--- src/sv/rglb_pkg.sv ---
// ----------------------------------------------------------------------------
// rglb_pkg
// Shared types, constants and saturation helpers for the recursive line blur.
// ----------------------------------------------------------------------------
package rglb_pkg;

  localparam int MAX_LINE_DEF = 4096;
  localparam int SAMPLE_W     = 8;
  localparam logic [SAMPLE_W-1:0] SAMPLE_MAX = 8'hff;
  localparam int ORDER        = 4;
  localparam int CFG_AW       = 5;

  // Item kinds carried in tuser
  localparam logic ACT_PUSH  = 1'b0;
  localparam logic ACT_FETCH = 1'b1;

  // Register indexes
  localparam logic [2:0] REG_NP0 = 3'd0;
  localparam logic [2:0] REG_NP1 = 3'd1;
  localparam logic [2:0] REG_NP2 = 3'd2;
  localparam logic [2:0] REG_NP3 = 3'd3;
  localparam logic [2:0] REG_DP1 = 3'd4;
  localparam logic [2:0] REG_DP2 = 3'd5;
  localparam logic [2:0] REG_DP3 = 3'd6;
  localparam logic [2:0] REG_DP4 = 3'd7;

  typedef struct packed {
    logic                kind;
    logic [SAMPLE_W-1:0] sample;
    logic                mark;
  } item_t;

  // Filter taps as seen by the engine; element 0 of d is feedback tap 1.
  typedef struct packed {
    logic                   busy;
    logic [3:0][31:0]       np;
    logic [3:0][31:0]       d;
    logic [3:0][31:0]       nm;
    logic [3:0][31:0]       bdp;
    logic [3:0][31:0]       bdm;
  } taps_t;

  function automatic logic [31:0] sat32(input logic signed [63:0] v);
    logic [31:0] r;
    if (v > 64'sh0000_0000_7fff_ffff) r = 32'h7fff_ffff;
    else if (v < -64'sh0000_0000_8000_0000) r = 32'h8000_0000;
    else r = v[31:0];
    return r;
  endfunction

  function automatic logic [47:0] sat48(input logic signed [63:0] v);
    logic [47:0] r;
    if (v > 64'sh0000_7fff_ffff_ffff) r = 48'h7fff_ffff_ffff;
    else if (v < -64'sh0000_8000_0000_0000) r = 48'h8000_0000_0000;
    else r = v[47:0];
    return r;
  endfunction

endpackage

--- src/sv/rglb_front.sv ---
// ----------------------------------------------------------------------------
// rglb_front
// Input side: takes items off the stream and holds them in a two-entry queue.
// ----------------------------------------------------------------------------
module rglb_front (
  input  logic                              clk,
  input  logic                              rst_n,
  input  logic                              in_tvalid,
  output logic                              in_tready,
  input  logic [rglb_pkg::SAMPLE_W-1:0]     in_tdata,  // [7:0] sample
  input  logic                              in_tuser,  // [0] action
  input  logic                              in_tlast,  // line_end
  output logic                              q_valid,
  output rglb_pkg::item_t                   q_item,
  input  logic                              q_pop
);
  import rglb_pkg::*;

  item_t       ent_r [2];
  logic        wp_r, rp_r;
  logic [1:0]  cnt_r;
  logic        push;

  assign in_tready = (cnt_r != 2'd2);
  assign push      = in_tvalid && in_tready;
  assign q_valid   = (cnt_r != 2'd0);
  assign q_item    = ent_r[rp_r];

  always_ff @(posedge clk) begin
    if (push) begin
      ent_r[wp_r] <= '{kind: in_tuser, sample: in_tdata, mark: in_tlast};
    end
  end

  always_ff @(posedge clk) begin
    if (!rst_n) begin
      wp_r  <= 1'b0;
      rp_r  <= 1'b0;
      cnt_r <= 2'd0;
    end else begin
      if (push) wp_r <= ~wp_r;
      if (q_pop) rp_r <= ~rp_r;
      cnt_r <= cnt_r + {1'b0, push} - {1'b0, q_pop};
    end
  end

endmodule

--- config.mk ---
export PLATFORM = sky130hd
export DESIGN_NAME = rglb_front
export DESIGN_NICKNAME = d
export VERILOG_FILES = /design/src/sv/rglb_pkg.sv /design/src/sv/rglb_front.sv
export SDC_FILE = /design/constraint.sdc
export NUM_CORES = 1
export LEC_CHECK = 0
export BUFFER_PORTS_ARGS = -buffer_cell sky130_fd_sc_hd__buf_2
export CORE_UTILIZATION = 36
export DETAILED_ROUTE_END_ITERATION = 8
export MAX_ROUTING_LAYER = met4
export SETUP_SLACK_MARGIN = 0.1
export SLEW_MARGIN = 40
export SYNTH_ARGS = -nofsm -noshare
export SYNTH_HDL_FRONTEND = slang
export SYNTH_SLANG_ARGS = --single-unit
--- constraint.sdc ---
create_clock -name clk -period 1.3 [get_ports clk]
set_input_delay 0.065 -clock clk [delete_from_list [all_inputs] [get_ports clk]]
set_output_delay 0.065 -clock clk [all_outputs]
set_load 0.1 [all_outputs]
# Yosys cells after proc, flatten, opt, wreduce, memory -nomap -nowiden
# Memory sizes are Yosys's and may differ from the RTL's. A register that Yosys moved wholly into a read port is not among the register bits.
# Cells that the tools add are included.
# W data, S select, Z words.
dict set report totals {
  reg_bits 4
  latch_bits 0
  ramBits 20
  mem_bits_ro 0
  output_inout_bits 12
  elab_cells 15
  mem_count 1
}
dict set report classes {
  addsub 2
  multipliers 0
  n_div 0
  n_lt_le_gt_ge 0
  n_eq_ne 1
  n_shift 0
  mux 4
  n_bitwise 2
  n_reduce_logical 2
}
# name words width read_ports rd_ports_with_merged_regs wr line
set mem_list {}
lappend mem_list {ent_r 2 10 1 1 1 rglb_front.sv:19} ;# item_t ent_r [2];
# operator count
set op_table {}
lappend op_table {{$mux W1} 4}
lappend op_table {{$add A2 B1 Y2} 1}
lappend op_table {{$ne A2 B2 Y1 const B} 1}
lappend op_table {{$not A1 Y1} 2}
lappend op_table {{$reduce_bool A2 Y1} 1}
lappend op_table {{$sub A2 B1 Y2} 1}
lappend op_table {{$logic_and A1 B1 Y1} 1}

# Longest topological paths before layout
dict set report logic_depth {
  word_depth 4
  ltp_mapped 7
  mapped_depth_nobuf 7
}

# Least setup slack after synthesis
# Ideal clock, no wire load.
dict set report synth_path {
  kind {reg-to-reg}
  from {register cnt_r[0]}
  to {register cnt_r[1]}
  setup_ns 0.120
  t_arrival_ns 2.102
  required_time_ns 1.180
  slack_ns -0.922
  stages_incl_launch_ff 8
  synth_period_minus_slack_ns 2.222
  path_cell_list {dfxtp_1 -> nand2b_1 -> nand2_1 -> xnor2_1 -> ha_1 -> nand3b_1 -> mux2i_1 -> a211o_1}
}
dict set report synth_via {
  elab_chain_len 4
}
# element line
set synth_lines {}
lappend synth_lines {{start, declared} rglb_front.sv:21} ;# logic [1:0] cnt_r;
lappend synth_lines {{start signal, assigned} rglb_front.sv:43} ;# cnt_r <= cnt_r + {1'b0, push} - {1'b0, q_pop};
lappend synth_lines {{$ne A2 B2 Y1} rglb_front.sv:24} ;# assign in_tready = (cnt_r != 2'd2);
lappend synth_lines {{named net in_tready} rglb_front.sv:9} ;# output logic in_tready,
lappend synth_lines {{$logic_and A1 B1 Y1} rglb_front.sv:25} ;# assign push = in_tvalid && in_tready;
lappend synth_lines {{$add A2 B1 Y2} rglb_front.sv:43}
lappend synth_lines {{$sub A2 B1 Y2} rglb_front.sv:43}
# The timed path passes the listed nets, and every way through them passes these cells.
# A chain may end at the register's enable or synchronous reset.

==> reports/qor.csv <==
stage,metric,value,unit
status,outcome,finished with violations,
status,violations,negative setup slack,
final_layout,drive_above_1_share,0.562,
synth,synth_top_area_frac,0.610,
sta,fmax,0.730,GHz
critical_path,rr_startpoint,cnt_r[0],
synth,synth_edf_count,20,
grt,grt_start_max_net_pins,15,
floorplanning,core,2520,um^2
critical_path,critical_path.cell_chain,buf_12 > mux2_4 > buf_12,
floorplanning,num_io_pins,26,
route,wl_met1,736,um
floorplanning,rows,18,
clocking,cts.sinks,25,
pwr,power_frac_comb,0.451,
sta,hold_ws,62.4,ps
grt,grt_pass1_vias,629,
route,ant_nets,0,
clocking,cts-root-buf,clkbuf_4,
synth,synth_area_leaders,"edfxtp_1, mux2_2, dfxtp_1",
sta,post-route-period-util,1.05,
route,num_vias,641,
worst_hold_path,hold_class,input port to flip-flop,
route,wl_met2,1050,um
route,finalWirelength,1850,um
pwr,p_int,1520,uW
grt,globalRouteOverflowTotal,0,
sta,rsz0062_at_grt,yes,
critical_path,cp.arrival,1300,ps
synth,syn_nets,74,
synth,yosys_warnings,0,
synth,synth_area,985,um^2
sta,worst_slew_pin_slew,270,ps
route,top_layer,met4,
floorplanning,die_w,54.3,um
final_layout,final_core_util,0.639,
synth,synth_cell_type_count,22,
synth,synth_ff_type,edfxtp_1,
synth,synth.most_common_cell,edfxtp_1,
pwr,finalPower,2400,uW
final_layout,layout.nets,121,
critical_path,critical-path-max-stage-delay,380,ps
pwr,power_frac_clock,0.138,
sta,final-setup-viol-count,11,
clocking,clk_latency,300,ps
floorplanning,start_util,0.390,
clocking,htreeDepth,1,
synth,async_flop_share,0,
synth,syn_inst,59,
pwr,p_seq_frac,0.411,
sta,period_minus_slack,1370,ps
worst_hold_path,min_from,rst_n,
floorplanning,dieArea,2950,um^2
route,drc,0,
final_layout,antenna_cells,0,
pwr,swShare,0.366,
critical_path,cp_common_cell,buf_12,
grt,track_usage,0.142,
placed_design,dpl.hpwl,1280,um
route,vias_per_cell,4.75,
flow_run,cap_viol_max_count,0,
pwr,p_per_area,1490,nW/um^2
placed_design,dpl_worst_slack,-83.4,ps
floorplanning,die_height,54.3,um
synth,yosysTopAreaCell,edfxtp_1,
grt,grt_first_pass_wirelength,2750,um
critical_path,worstPathRequired,1240,ps
clocking,clockBufferDepth,2,
placed_design,place_congestion,0.661,
pwr,power.leakage,0.000663,uW
synth,synthTopCellsByCount,"edfxtp_1, mux2_2, dfxtp_1, and2_1",
clocking,cts_tree,built,
route,wire_per_inst,13.7,um
sta,tns,-722,ps
grt,antenna_found_initial,0,
critical_path,critPathSlowestCell,dfxtp_2,
route,first_pass_iters,4,
pwr,switching_power,876,uW
synth,synth-seq-area-share,0.712,
critical_path,cp-end-kind,output port,
clocking,clk_pin_slew,130,ps
sta,slew_headroom,0.818,
critical_path,worst-setup-path-type,flip-flop to output port,
pwr,ir_worst_vdd,0.000935,V
sta,hold_viol,0,
sta,drv_slew,0,
synth,synth-seq-cells,25,
sta,setup_slack,-69.2,ps
synth,syn_avg_cell_area,16.7,um^2
critical_path,crit_path_max_fanout,6,
clocking,cts_buffers,3,
placed_design,numPortBuffers,25,
route,drtIter0Drc,12,
critical_path,worstSetupStartpointType,flip-flop,
route,wl_met3,59,um
final_layout,synthToLayoutAreaGrowth,63.8,%
sta,skew,1.14,ps
==> worst max-delay path: cells and delay by family, from the launching register on <==
| kind | cells | cell delay (ps) |
|---|---|---|
| DFF | 1 | 380 |
| muxes | 1 | 310 |
| buffers and inverters | 2 | 300 |
==> power groups by stage <==
stage | clock network [uW] | registers [uW] | logic [uW]
detailed placement | 0 | 998 | 845
finish | 330 | 985 | 1080
global route | 384 | 991 | 1120
CTS | 347 | 986 | 1060
floorplan | 0 | 995 | 603
global placement | 0 | 992 | 835
==> per-layer routing <==
metal / up-vias / global-route usage
met2: 13 / 0.248
met4: 0 / 0.0513
met1: 311 / 0.158
met3: 2 / 0.0333
li1: 315 / -
met5: - / -
==> sequential cells by signal, indices dropped and copies added (netlist names), named ones only <==
register and flops:
cnt_r 2, ent_r 20, rp_r 1, wp_r 1
==> cell type report <==
type	instances	area [um^2]
clock buffers	3	22.5
clock inverters	1	5.00
fillers	205	910
flip-flops and latches	25	707
well taps	30	37.5
multi-input cells	31	342
repair inverters	1	8.76
repair buffers	42	478
inverters	2	12.5
==> path summary, 6_finish.rpt <==
check        slack [ps]   endpoint  cells past startpoint
min                  60   cnt_r[1]                      2
max reg2reg         -60   cnt_r[1]                      7
max                 -70  q_item[1]                      3
min reg2reg         590  flip-flop                      2
==> logic make-up (layout without fill, tap and decap cells) <==
kind of cell             after synthesis  after routing  share of synthesized area
AO/OA/AOI/OAI                          5              5                     0.0458
XOR/XNOR                               2              2                     0.0178
adder cells (fa/ha/maj)                1              1                     0.0127
buffers and inverters                  3             49                     0.0127
flip-flops                            25             25                      0.712
multiplexers                          11             11                      0.125
AND/OR/NAND/NOR                       12             12                     0.0750
==> placed cells by master (no fill, tap or decap), types with 2 or more instances in the layout <==
master,n
edfxtp_1,20
dlygate4sd3_1,10
buf_4,4
mux2_4,10
buf_6,2
dfxtp_2,2
buf_12,13
and2_1,3
clkbuf_4,3
nand3b_1,2
dfxtp_1,2
buf_2,13
==> timing repair <==
item                                    4_1_cts  5_1_grt
endpoints found under the setup margin       32       34
hold buffers                                 10        0
buffers inserted                              1        1
gates resized for setup                      45        5
endpoints found under the hold margin        20        0
cloned                                        0        1
pin swaps                                     2        3
==> stage by stage <==
| step | area (um^2) | instances |
|---|---|---|
| after floorplan | 1000 | 59 |
| after global placement | 1280 | 118 |
| after detailed placement | 1280 | 118 |
| after CTS | 1580 | 133 |
| after global routing | 1610 | 135 |
| final | 1610 | 135 |
Power figures use the tool's default switching activity.
