**src/sv/rglb_pkg.sv**
```systemverilog
// ----------------------------------------------------------------------------
// rglb_pkg
// Shared types, constants and saturation helpers for the recursive line blur.
// ----------------------------------------------------------------------------
package rglb_pkg;

  localparam int MAX_LINE_DEF = 4096;
  localparam int SAMPLE_W     = 8;
  localparam logic [SAMPLE_W-1:0] SAMPLE_MAX = 8'hff;
  localparam int ORDER        = 4;
  localparam int CFG_AW       = 5;

  // Item kinds carried in tuser
  localparam logic ACT_PUSH  = 1'b0;
  localparam logic ACT_FETCH = 1'b1;

  // Register indexes
  localparam logic [2:0] REG_NP0 = 3'd0;
  localparam logic [2:0] REG_NP1 = 3'd1;
  localparam logic [2:0] REG_NP2 = 3'd2;
  localparam logic [2:0] REG_NP3 = 3'd3;
  localparam logic [2:0] REG_DP1 = 3'd4;
  localparam logic [2:0] REG_DP2 = 3'd5;
  localparam logic [2:0] REG_DP3 = 3'd6;
  localparam logic [2:0] REG_DP4 = 3'd7;

  typedef struct packed {
    logic                kind;
    logic [SAMPLE_W-1:0] sample;
    logic                mark;
  } item_t;

  // Filter taps as seen by the engine; element 0 of d is feedback tap 1.
  typedef struct packed {
    logic                   busy;
    logic [3:0][31:0]       np;
    logic [3:0][31:0]       d;
    logic [3:0][31:0]       nm;
    logic [3:0][31:0]       bdp;
    logic [3:0][31:0]       bdm;
  } taps_t;

  function automatic logic [31:0] sat32(input logic signed [63:0] v);
    logic [31:0] r;
    if (v > 64'sh0000_0000_7fff_ffff) r = 32'h7fff_ffff;
    else if (v < -64'sh0000_0000_8000_0000) r = 32'h8000_0000;
    else r = v[31:0];
    return r;
  endfunction

  function automatic logic [47:0] sat48(input logic signed [63:0] v);
    logic [47:0] r;
    if (v > 64'sh0000_7fff_ffff_ffff) r = 48'h7fff_ffff_ffff;
    else if (v < -64'sh0000_8000_0000_0000) r = 48'h8000_0000_0000;
    else r = v[47:0];
    return r;
  endfunction

endpackage

```
**src/sv/rglb_cfg.sv**
```systemverilog
// ----------------------------------------------------------------------------
// rglb_cfg
// Register file and tap derivation: backward taps, serial divide, edge taps.
// ----------------------------------------------------------------------------
module rglb_cfg (
  input  logic                        clk,
  input  logic                        rst_n,
  input  logic                        psel,
  input  logic                        penable,
  input  logic                        pwrite,
  input  logic [rglb_pkg::CFG_AW-1:0] paddr,
  input  logic [31:0]                 pwdata,
  output logic [31:0]                 prdata,
  output rglb_pkg::taps_t             taps
);
  import rglb_pkg::*;

  localparam logic [2:0] C_IDLE = 3'd0;
  localparam logic [2:0] C_NM   = 3'd1;
  localparam logic [2:0] C_DIVS = 3'd2;
  localparam logic [2:0] C_DIV  = 3'd3;
  localparam logic [2:0] C_DIVE = 3'd4;
  localparam logic [2:0] C_BD   = 3'd5;
  localparam int NUMW = 58;

  logic [31:0]  creg_r [8];
  logic [31:0]  nm_r [4];
  logic [31:0]  bdp_r [4];
  logic [31:0]  bdm_r [4];
  logic [2:0]   phase_r;
  logic [2:0]   idx_r;
  logic         half_r;
  logic         sel_r;
  logic         neg_r;
  logic signed [63:0] prod_r;
  logic [31:0]  a_r, b_r;
  logic [NUMW-1:0] qd_r;
  logic [34:0]  rem_r, dabs_r;
  logic [5:0]   cnt_r;

  logic         wr;
  logic signed [33:0] sum_np, sum_nm, sum_d, num;
  logic signed [34:0] den;
  logic [33:0]  num_abs;
  logic [35:0]  rem_sh;
  logic [31:0]  mop_a, mop_b, npx, qres;
  logic [NUMW-1:0] qneg;

  assign wr     = psel && penable && pwrite;
  assign prdata = creg_r[paddr[4:2]];

  function automatic logic signed [33:0] ext34(input logic [31:0] x);
    return {{2{x[31]}}, x};
  endfunction

  assign sum_np  = ext34(creg_r[REG_NP0]) + ext34(creg_r[REG_NP1])
                 + ext34(creg_r[REG_NP2]) + ext34(creg_r[REG_NP3]);
  assign sum_nm  = ext34(nm_r[0]) + ext34(nm_r[1]) + ext34(nm_r[2]) + ext34(nm_r[3]);
  assign sum_d   = ext34(creg_r[REG_DP1]) + ext34(creg_r[REG_DP2])
                 + ext34(creg_r[REG_DP3]) + ext34(creg_r[REG_DP4]);
  assign den     = 35'sh100_0000 + {sum_d[33], sum_d};
  assign num     = sel_r ? sum_nm : sum_np;
  assign num_abs = num[33] ? 34'(-num) : 34'(num);
  assign rem_sh  = {rem_r, qd_r[NUMW-1]};
  assign qneg    = -qd_r;

  // Shared multiplier operands
  always_comb begin
    mop_a = creg_r[3'd4 + {1'b0, idx_r[1:0]}];
    if (phase_r == C_NM) mop_b = creg_r[REG_NP0];
    else mop_b = idx_r[2] ? b_r : a_r;
    npx = (idx_r[1:0] == 2'd3) ? 32'd0 : creg_r[{1'b0, idx_r[1:0]} + 3'd1];
  end

  // Quotient with sign applied and clamped to 32 bits
  always_comb begin
    if (!neg_r) begin
      qres = (qd_r > NUMW'(32'h7fff_ffff)) ? 32'h7fff_ffff : qd_r[31:0];
    end else begin
      qres = (qd_r > NUMW'(33'h0_8000_0000)) ? 32'h8000_0000 : qneg[31:0];
    end
  end

  always_ff @(posedge clk) begin
    if (!rst_n) begin
      for (int i = 0; i < 8; i++) creg_r[i] <= '0;
    end else if (wr) begin
      creg_r[paddr[4:2]] <= pwdata;
    end
  end

  always_ff @(posedge clk) begin
    prod_r <= $signed(mop_a) * $signed(mop_b);
  end

  always_ff @(posedge clk) begin
    if (!rst_n) begin
      phase_r <= C_IDLE;
      idx_r   <= '0;
      half_r  <= 1'b0;
      sel_r   <= 1'b0;
      for (int i = 0; i < 4; i++) begin
        nm_r[i]  <= '0;
        bdp_r[i] <= '0;
        bdm_r[i] <= '0;
      end
    end else if (wr) begin
      phase_r <= C_NM;
      idx_r   <= '0;
      half_r  <= 1'b0;
    end else begin
      unique case (phase_r)
        C_IDLE: ;
        C_NM: begin
          half_r <= ~half_r;
          if (half_r) begin
            nm_r[idx_r[1:0]] <= sat32($signed({{32{npx[31]}}, npx}) - (prod_r >>> 24));
            idx_r <= idx_r + 3'd1;
            if (idx_r == 3'd3) begin
              phase_r <= C_DIVS;
              sel_r   <= 1'b0;
            end
          end
        end
        C_DIVS: begin
          if (den == '0) begin
            if (sel_r) begin
              b_r     <= '0;
              phase_r <= C_BD;
              idx_r   <= '0;
              half_r  <= 1'b0;
            end else begin
              a_r   <= '0;
              sel_r <= 1'b1;
            end
          end else begin
            qd_r    <= {num_abs, 24'd0};
            rem_r   <= '0;
            dabs_r  <= den[34] ? 35'(-den) : 35'(den);
            neg_r   <= num[33] ^ den[34];
            cnt_r   <= 6'(NUMW);
            phase_r <= C_DIV;
          end
        end
        C_DIV: begin
          if (rem_sh >= {1'b0, dabs_r}) begin
            rem_r <= 35'(rem_sh - {1'b0, dabs_r});
            qd_r  <= {qd_r[NUMW-2:0], 1'b1};
          end else begin
            rem_r <= rem_sh[34:0];
            qd_r  <= {qd_r[NUMW-2:0], 1'b0};
          end
          cnt_r <= cnt_r - 6'd1;
          if (cnt_r == 6'd1) phase_r <= C_DIVE;
        end
        C_DIVE: begin
          if (sel_r) begin
            b_r     <= qres;
            phase_r <= C_BD;
            idx_r   <= '0;
            half_r  <= 1'b0;
          end else begin
            a_r     <= qres;
            sel_r   <= 1'b1;
            phase_r <= C_DIVS;
          end
        end
        C_BD: begin
          half_r <= ~half_r;
          if (half_r) begin
            if (idx_r[2]) bdm_r[idx_r[1:0]] <= sat32(prod_r >>> 24);
            else bdp_r[idx_r[1:0]] <= sat32(prod_r >>> 24);
            idx_r <= idx_r + 3'd1;
            if (idx_r == 3'd7) phase_r <= C_IDLE;
          end
        end
        default: phase_r <= C_IDLE;
      endcase
    end
  end

  always_comb begin
    taps.busy = (phase_r != C_IDLE);
    for (int i = 0; i < 4; i++) begin
      taps.np[i]  = creg_r[i];
      taps.d[i]   = creg_r[4 + i];
      taps.nm[i]  = nm_r[i];
      taps.bdp[i] = bdp_r[i];
      taps.bdm[i] = bdm_r[i];
    end
  end

endmodule

```
**config.mk**
```make
export PLATFORM = sky130hd
export DESIGN_NAME = rglb_cfg
export DESIGN_NICKNAME = d
export VERILOG_FILES = /design/src/sv/rglb_pkg.sv /design/src/sv/rglb_cfg.sv
export SDC_FILE = /design/constraint.sdc
export NUM_CORES = 2
export LEC_CHECK = 0
export BUFFER_PORTS_ARGS = -buffer_cell sky130_fd_sc_hd__buf_2
export CAP_MARGIN = 20
export CORE_MARGIN = 4
export CORE_UTILIZATION = 65
export DETAILED_ROUTE_END_ITERATION = 10
export PLACE_DENSITY = 0.86
export SLEW_MARGIN = 15
export SYNTH_ARGS = -nofsm -noshare
export SYNTH_HDL_FRONTEND = slang
export SYNTH_SLANG_ARGS = --single-unit
```
**constraint.sdc**
```tcl
create_clock -name clk -period 27 [get_ports clk]
set_clock_uncertainty 0.15 [all_clocks]
set_input_delay 1.35 -clock clk [delete_from_list [all_inputs] [get_ports clk]]
set_output_delay 1.35 -clock clk [all_outputs]
set_load 0.005 [all_outputs]
```
Word level (Yosys, flattened, before mapping)
Memories as Yosys holds them, arrays and structs flattened.
Index checks and enable logic that the tools add are counted.
{"block": "word_totals", "wordCells": 201, "mem_count": 4, "rom_bits": 0, "ramBits": 640, "input_bits": 42, "reg_bits": 271, "latchBits": 0}
{"block": "classes", "n_lt_le_gt_ge": 7, "shift": 0, "add_sub_neg": 19, "reduce_logical": 24, "n_eq_ne": 29, "mul": 1, "muxes": 97, "n_bitwise": 6, "n_div": 0}
{"name": "creg_r", "words": 8, "word_bits": 32, "rd": 11, "rd_ports_with_merged_regs": 0, "write_ports": 8, "line": "rglb_cfg.sv:26", "rtl": "logic [31:0] creg_r [8];"}
{"name": "bdm_r", "words": 4, "word_bits": 32, "rd": 4, "rd_ports_with_merged_regs": 0, "write_ports": 4, "line": "rglb_cfg.sv:29", "rtl": "logic [31:0] bdm_r [4];"}
{"name": "bdp_r", "words": 4, "word_bits": 32, "rd": 4, "rd_ports_with_merged_regs": 0, "write_ports": 4, "line": "rglb_cfg.sv:28", "rtl": "logic [31:0] bdp_r [4];"}
{"name": "nm_r", "words": 4, "word_bits": 32, "rd": 4, "rd_ports_with_merged_regs": 0, "write_ports": 4, "line": "rglb_cfg.sv:27", "rtl": "logic [31:0] nm_r [4];"}
{"op": "two-way mux 32 bit", "count": 34}
{"op": "one-hot mux 32 bit (2 select lines)", "count": 2}
{"op": "OR reduction 32 bit", "count": 4}
{"op": "one-hot mux 58 bit (2 select lines)", "count": 1}
{"op": "adder 33 x 32 -> 34 bit", "count": 3}
{"op": "adder 34 x 32 -> 34 bit", "count": 3}
{"op": "two-way mux 34 bit", "count": 3}
{"op": "adder 32 x 32 -> 33 bit", "count": 3}
{"op": "two-way mux 35 bit", "count": 2}
{"op": "one-hot mux 35 bit (2 select lines)", "count": 1}
{"op": "multiplier 32 x 32 -> 64 bit", "count": 1}
{"op": "greater-than comparator 58 x 31 -> 1 bit, second input constant", "count": 1}
{"op": "greater-than comparator 58 x 32 -> 1 bit, second input constant", "count": 1}
{"op": "two-way mux 58 bit", "count": 1}
{"op": "greater-than comparator 41 x 32 -> 1 bit, second input constant", "count": 1}
{"op": "< comparator 41 x 32 -> 1 bit, second input constant", "count": 1}
{"op": "subtractor 32 x 40 -> 41 bit", "count": 1}
{"op": "greater-than comparator 40 x 32 -> 1 bit, second input constant", "count": 1}
{"op": "< comparator 40 x 32 -> 1 bit, second input constant", "count": 1}
{"op": ">= comparator 36 x 35 -> 1 bit", "count": 1}
{"op": "two-way mux 3 bit", "count": 12}
{"op": "adder 26 x 34 -> 35 bit, first input constant", "count": 1}
{"op": "logical NOT 35 bit", "count": 1}
{"op": "negator 35 bit", "count": 1}
{"op": "other kinds (37)", "count": 102}

Depth between registers and ports, before layout
An unclocked memory read counts as a cell.
{"block": "logic_depth", "ltp_word": 12, "depth_mapped": 36}

Worst setup path before layout
OpenSTA, ideal clock, no wires.
{"block": "synth_timing", "path_kind": "flip-flop to flip-flop", "startpoint": "memory creg_r[5][2]", "endpoint": "register cnt_r[0], enable pin", "arrival_time_ps": 9336, "required_time_ps": 26261, "synth_period_minus_slack_ps": 10075, "path_stages_with_launch": 20, "slack_ps": 16925, "n_path_buf": 1, "path_cell_list": "edfxtp_1 fa_1 fa_1 ha_1 ha_1 inv_1 fa_1 nor2b_1 o31ai_1 a21oi_1 a31o_2 a31o_2 a41oi_1 o21a_1 o211ai_1 nand3_1 nand4bb_1 clkbuf_1 nand2_1 a21oi_1"}
{"item": "start: declaration", "line": "rglb_cfg.sv:26"}
{"item": "end signal: assignment", "line": "rglb_cfg.sv:141", "rtl": "cnt_r <= 6'(NUMW);"}
{"item": "end signal: assignment", "line": "rglb_cfg.sv:153", "rtl": "cnt_r <= cnt_r - 6'd1;"}
{"item": "end: declaration", "line": "rglb_cfg.sv:39", "rtl": "logic [5:0] cnt_r;"}

Worst setup path after layout
{"block": "layout_timing", "startpoint": "register phase_r[0]", "endpoint": "register prod_r[62]"}
{"block": "layout_via", "elab_chain_len": 3}
{"item": "start: declaration", "line": "rglb_cfg.sv:30", "rtl": "logic [2:0] phase_r;"}
{"item": "start signal: assignment", "line": "rglb_cfg.sv:98", "rtl": "phase_r <= C_IDLE;"}
{"item": "start signal: assignment", "line": "rglb_cfg.sv:108", "rtl": "phase_r <= C_NM;"}
{"item": "start signal: assignment", "line": "rglb_cfg.sv:120", "rtl": "phase_r <= C_DIVS;"}
{"item": "== test 3 x 1 -> 1 bit", "line": "rglb_cfg.sv:70", "rtl": "if (phase_r == C_NM) mop_b = creg_r[REG_NP0];"}
{"item": "two-way mux 32 bit", "line": "rglb_cfg.sv:70"}
{"item": "multiplier 32 x 32 -> 64 bit", "line": "rglb_cfg.sv:93", "rtl": "prod_r <= $signed(mop_a) * $signed(mop_b);"}
{"item": "end signal: assignment", "line": "rglb_cfg.sv:93"}
{"item": "end: declaration", "line": "rglb_cfg.sv:35", "rtl": "logic signed [63:0] prod_r;"}
Every way passes these cells.
A chain may end at the register's enable or synchronous reset.

==> results.tsv <==
stage	metric	value	unit
synth	share of the synthesized area in the top cell type	29.03	%
run_status	status	finished clean	
cts	post_cts resized	0	
synth	main flop type after synthesis	edfxtp_1	
synth	total nets after synthesis	10400	
setup_path	reg2reg setup slack	14950	ps
route	first drt pass iteration count	10	
synth	Yosys cell types	90	
sta	RSZ-0062 raised after global routing	no	
synth	count leader, synth	fa_1	
setup_path	worst-path maximum fanout	58	
cts	Clock Tree Root	clkbuf_16	
route	met2 WL	151.8	mm
route	via count	77560	
setup_path	slowest CP cell	a21o_1	
finish	fillers	8818	
route	met3 WL	67.49	mm
finish	Post-Layout Cell Count	11140	
cts	Setup Buffers After CTS	0	
sta	fin crit period	12050	ps
grt	initial antenna violation count	54	
setup_path	most frequent CP cell	fa_1	
finish	fin nets	10970	
synth	FFs w/ async S/R, synth	0	%
grt	vias in the first global route	78360	
cts	clk_lat worst skew	750	ps
route	vias per inst	6.961	
setup_path	CP Launch Point	phase_r[0]	
finish	ratio of cells with drive above 1 in the final layout	13.39	%
sta	Final Hold Vio Count	0	
synth	Gate Count Post-Synth	8687	
setup_path	RR Startpoint	phase_r[0]	
placed_design	PortBufs	712	
synth	Post-synth EDFFs	839	
cts	CTS sink cnt	887	
floorplanning	die height	376.2	µm
synth	Synth Cell Area	88140	µm²
setup_path	CP delay by family, top	adder cells	
route	initial DRC count	13370	
synth	Commonest cells post-synth	fa_1 (1278), inv_1 (1255), nor2_1 (1160), edfxtp_1 (839), nand2_1 (728)	
grt	first-pass GRT wire length	530.3	mm
floorplanning	Top Ports	715	
grt	GRT Residual Overflow	0	
cts	H-tree levels	3	
min_path	Hold Path Class	reg2reg	
sta	Pins Over Slew Limit	0	
synth	top cell type by total area after synthesis	fa_1	
placed_design	final RePlAce weighted congestion	1.075	
synth	FF+latch count, synth	887	
floorplanning	CORE AREA	134100	µm²
job	Max Cap Viol	0	
setup_path	Reg2Reg Capture Point	prod_r[62]	
setup_path	critical path class	reg2reg	
cts	Clock Path Buffers	3	
route	WL met1	116.4	mm
floorplanning	Initial Util	65.71	%
sta	setup tns final	0	ps
synth	synth warn	0	
setup_path	R2R depth	33	
route	Remaining DRCs	0	
placed_design	Cells after DPL	10920	
grt	largest net degree at the start of global routing	93	
cts	number of buffers created by CTS	90	
setup_path	crit path capture	prod_r[62]	
floorplanning	Die W	376.2	µm
sta	slew margin rel.	11.52	%
route	top sig layer	met5	
cts	Hold-fix buffers, CTS	0	
finish	Layout area overhead	10.59	%
synth	Seq/Total Area, Yosys	29.68	%
floorplanning	Die ar.	141500	µm²
sta	fin crit share	44.64	%
synth	Synth area leaders	fa_1 (29%), edfxtp_1 (29%), ha_1 (5.6%)	
setup_path	worst path bufs/invs	9	
sta	Final setup viols	0	
setup_path	Worst path depth	33	
grt	GRT Total Usage	52.26	%
setup_path	Worst EP arrival	12500	ps
cts	TritonCTS clock tree	done	
setup_path	Worst setup EP type	flop	
setup_path	Req. time, crit path	27450	ps
floorplanning	# rows	134	
sta	Worst-Margin Slew	1327	ps
synth	syn_area_per_cell	10.15	µm²
route	Total Wirelength	373.9	mm
route	per-cell routed wire length	33.56	µm
sta	f_max	82.97	MHz
placed_design	hpwl dp	279.5	mm
cts	Worst-path clk slew	70	ps
setup_path	Setup crit start kind	flop	
route	antenna viol nets, final	0	
setup_path	CP peak stage delay	1030	ps
## flip-flops by register name, indices dropped and copies added (netlist names), 32 cells and up
signal and cells:
bdp_r 128, dabs_r 35, qd_r 58, a_r 32
creg_r 256, bdm_r 128, prod_r 40, nm_r 128
b_r 32, rem_r 35
## layout make-up
class | instances | area (µm²) | area share, %
timing repair buffer | 923 | 5298 | 5.435
sequential | 887 | 26170 | 26.84
clock inverter | 54 | 625.6 | 0.6418
multi-input combinational | 6094 | 55960 | 57.42
clock buffer | 113 | 2370 | 2.431
tap | 1768 | 2212 | 2.270
antenna | 45 | 112.6 | 0.1155
inverter | 1258 | 4722 | 4.845
## per-layer routing
metal	vias to the layer above	track usage [%]
li1	29960	-
met1	37110	62.47
met2	8037	73.64
met3	2420	24.78
met4	37	38.62
met5	-	0.9605
## worst min-delay path: stages, from the launching register on
cell,delay [ps]
edfxtp_1,360
nand2_1,60
nand2_1,50
## per-stage QoR
stage               cell area (µm²)  worst slack [ps]  hold slack (ps)  utilization, %
floorplan                     88140             16930            360.1               -
global placement              94080             15560            395.0           70.14
detailed placement            94120             15340            409.1           70.17
CTS                           97120             15240            422.8           72.40
global route                  97370             14730            441.1           72.59
finish                        97470             14950            425.4           72.67
## worst min path at each step
| stage | startpoint | end | cells after the start |
|---|---|---|---|
| floorplan | qd_r[39] | qd_r[40] | 2 |
| global placement | qd_r[40] | qd_r[41] | 2 |
| detailed placement | qd_r[54] | qd_r[55] | 2 |
| CTS | qd_r[39] | qd_r[40] | 2 |
| global route | qd_r[39] | qd_r[40] | 2 |
| finish | qd_r[39] | qd_r[40] | 2 |
## layout by cell type, fill, tap and decap left out, drive strengths merged, types with 45 or more instances in the layout
| cell type | n |
|---|---|
| dfxtp | 48 |
| o21a | 72 |
| nand3 | 70 |
| xnor2 | 141 |
| a31oi | 132 |
| nor2 | 1160 |
| a21oi | 372 |
| mux2i | 115 |
| clkbuf | 115 |
| nor2b | 62 |
| o21ai | 198 |
| nand2 | 729 |
| diode | 45 |
| a22oi | 129 |
| fa | 1278 |
| nor3 | 68 |
| nand4 | 73 |
| and2 | 64 |
| a21o | 138 |
| inv | 1262 |
| buf | 921 |
| ha | 395 |
| edfxtp | 839 |
| and3 | 276 |
| xor2 | 103 |
## cells by family (layout without fill, tap and decap cells)
family	count (synthesis)	after routing	synth area share, %
adders and majority gates	1673	1673	34.64
and+or+nand+nor	2659	2659	13.53
DFF	887	887	29.68
xor gates and xnor gates	244	244	2.425
other	0	45	0
AOI/OAI and AO/OA	1330	1330	9.804
buffers and inverters	1706	2348	7.271
muxes	188	188	2.660
Power is not shown: default switching activity piles up to over one toggle a cycle in this logic, so the estimate is an artifact.
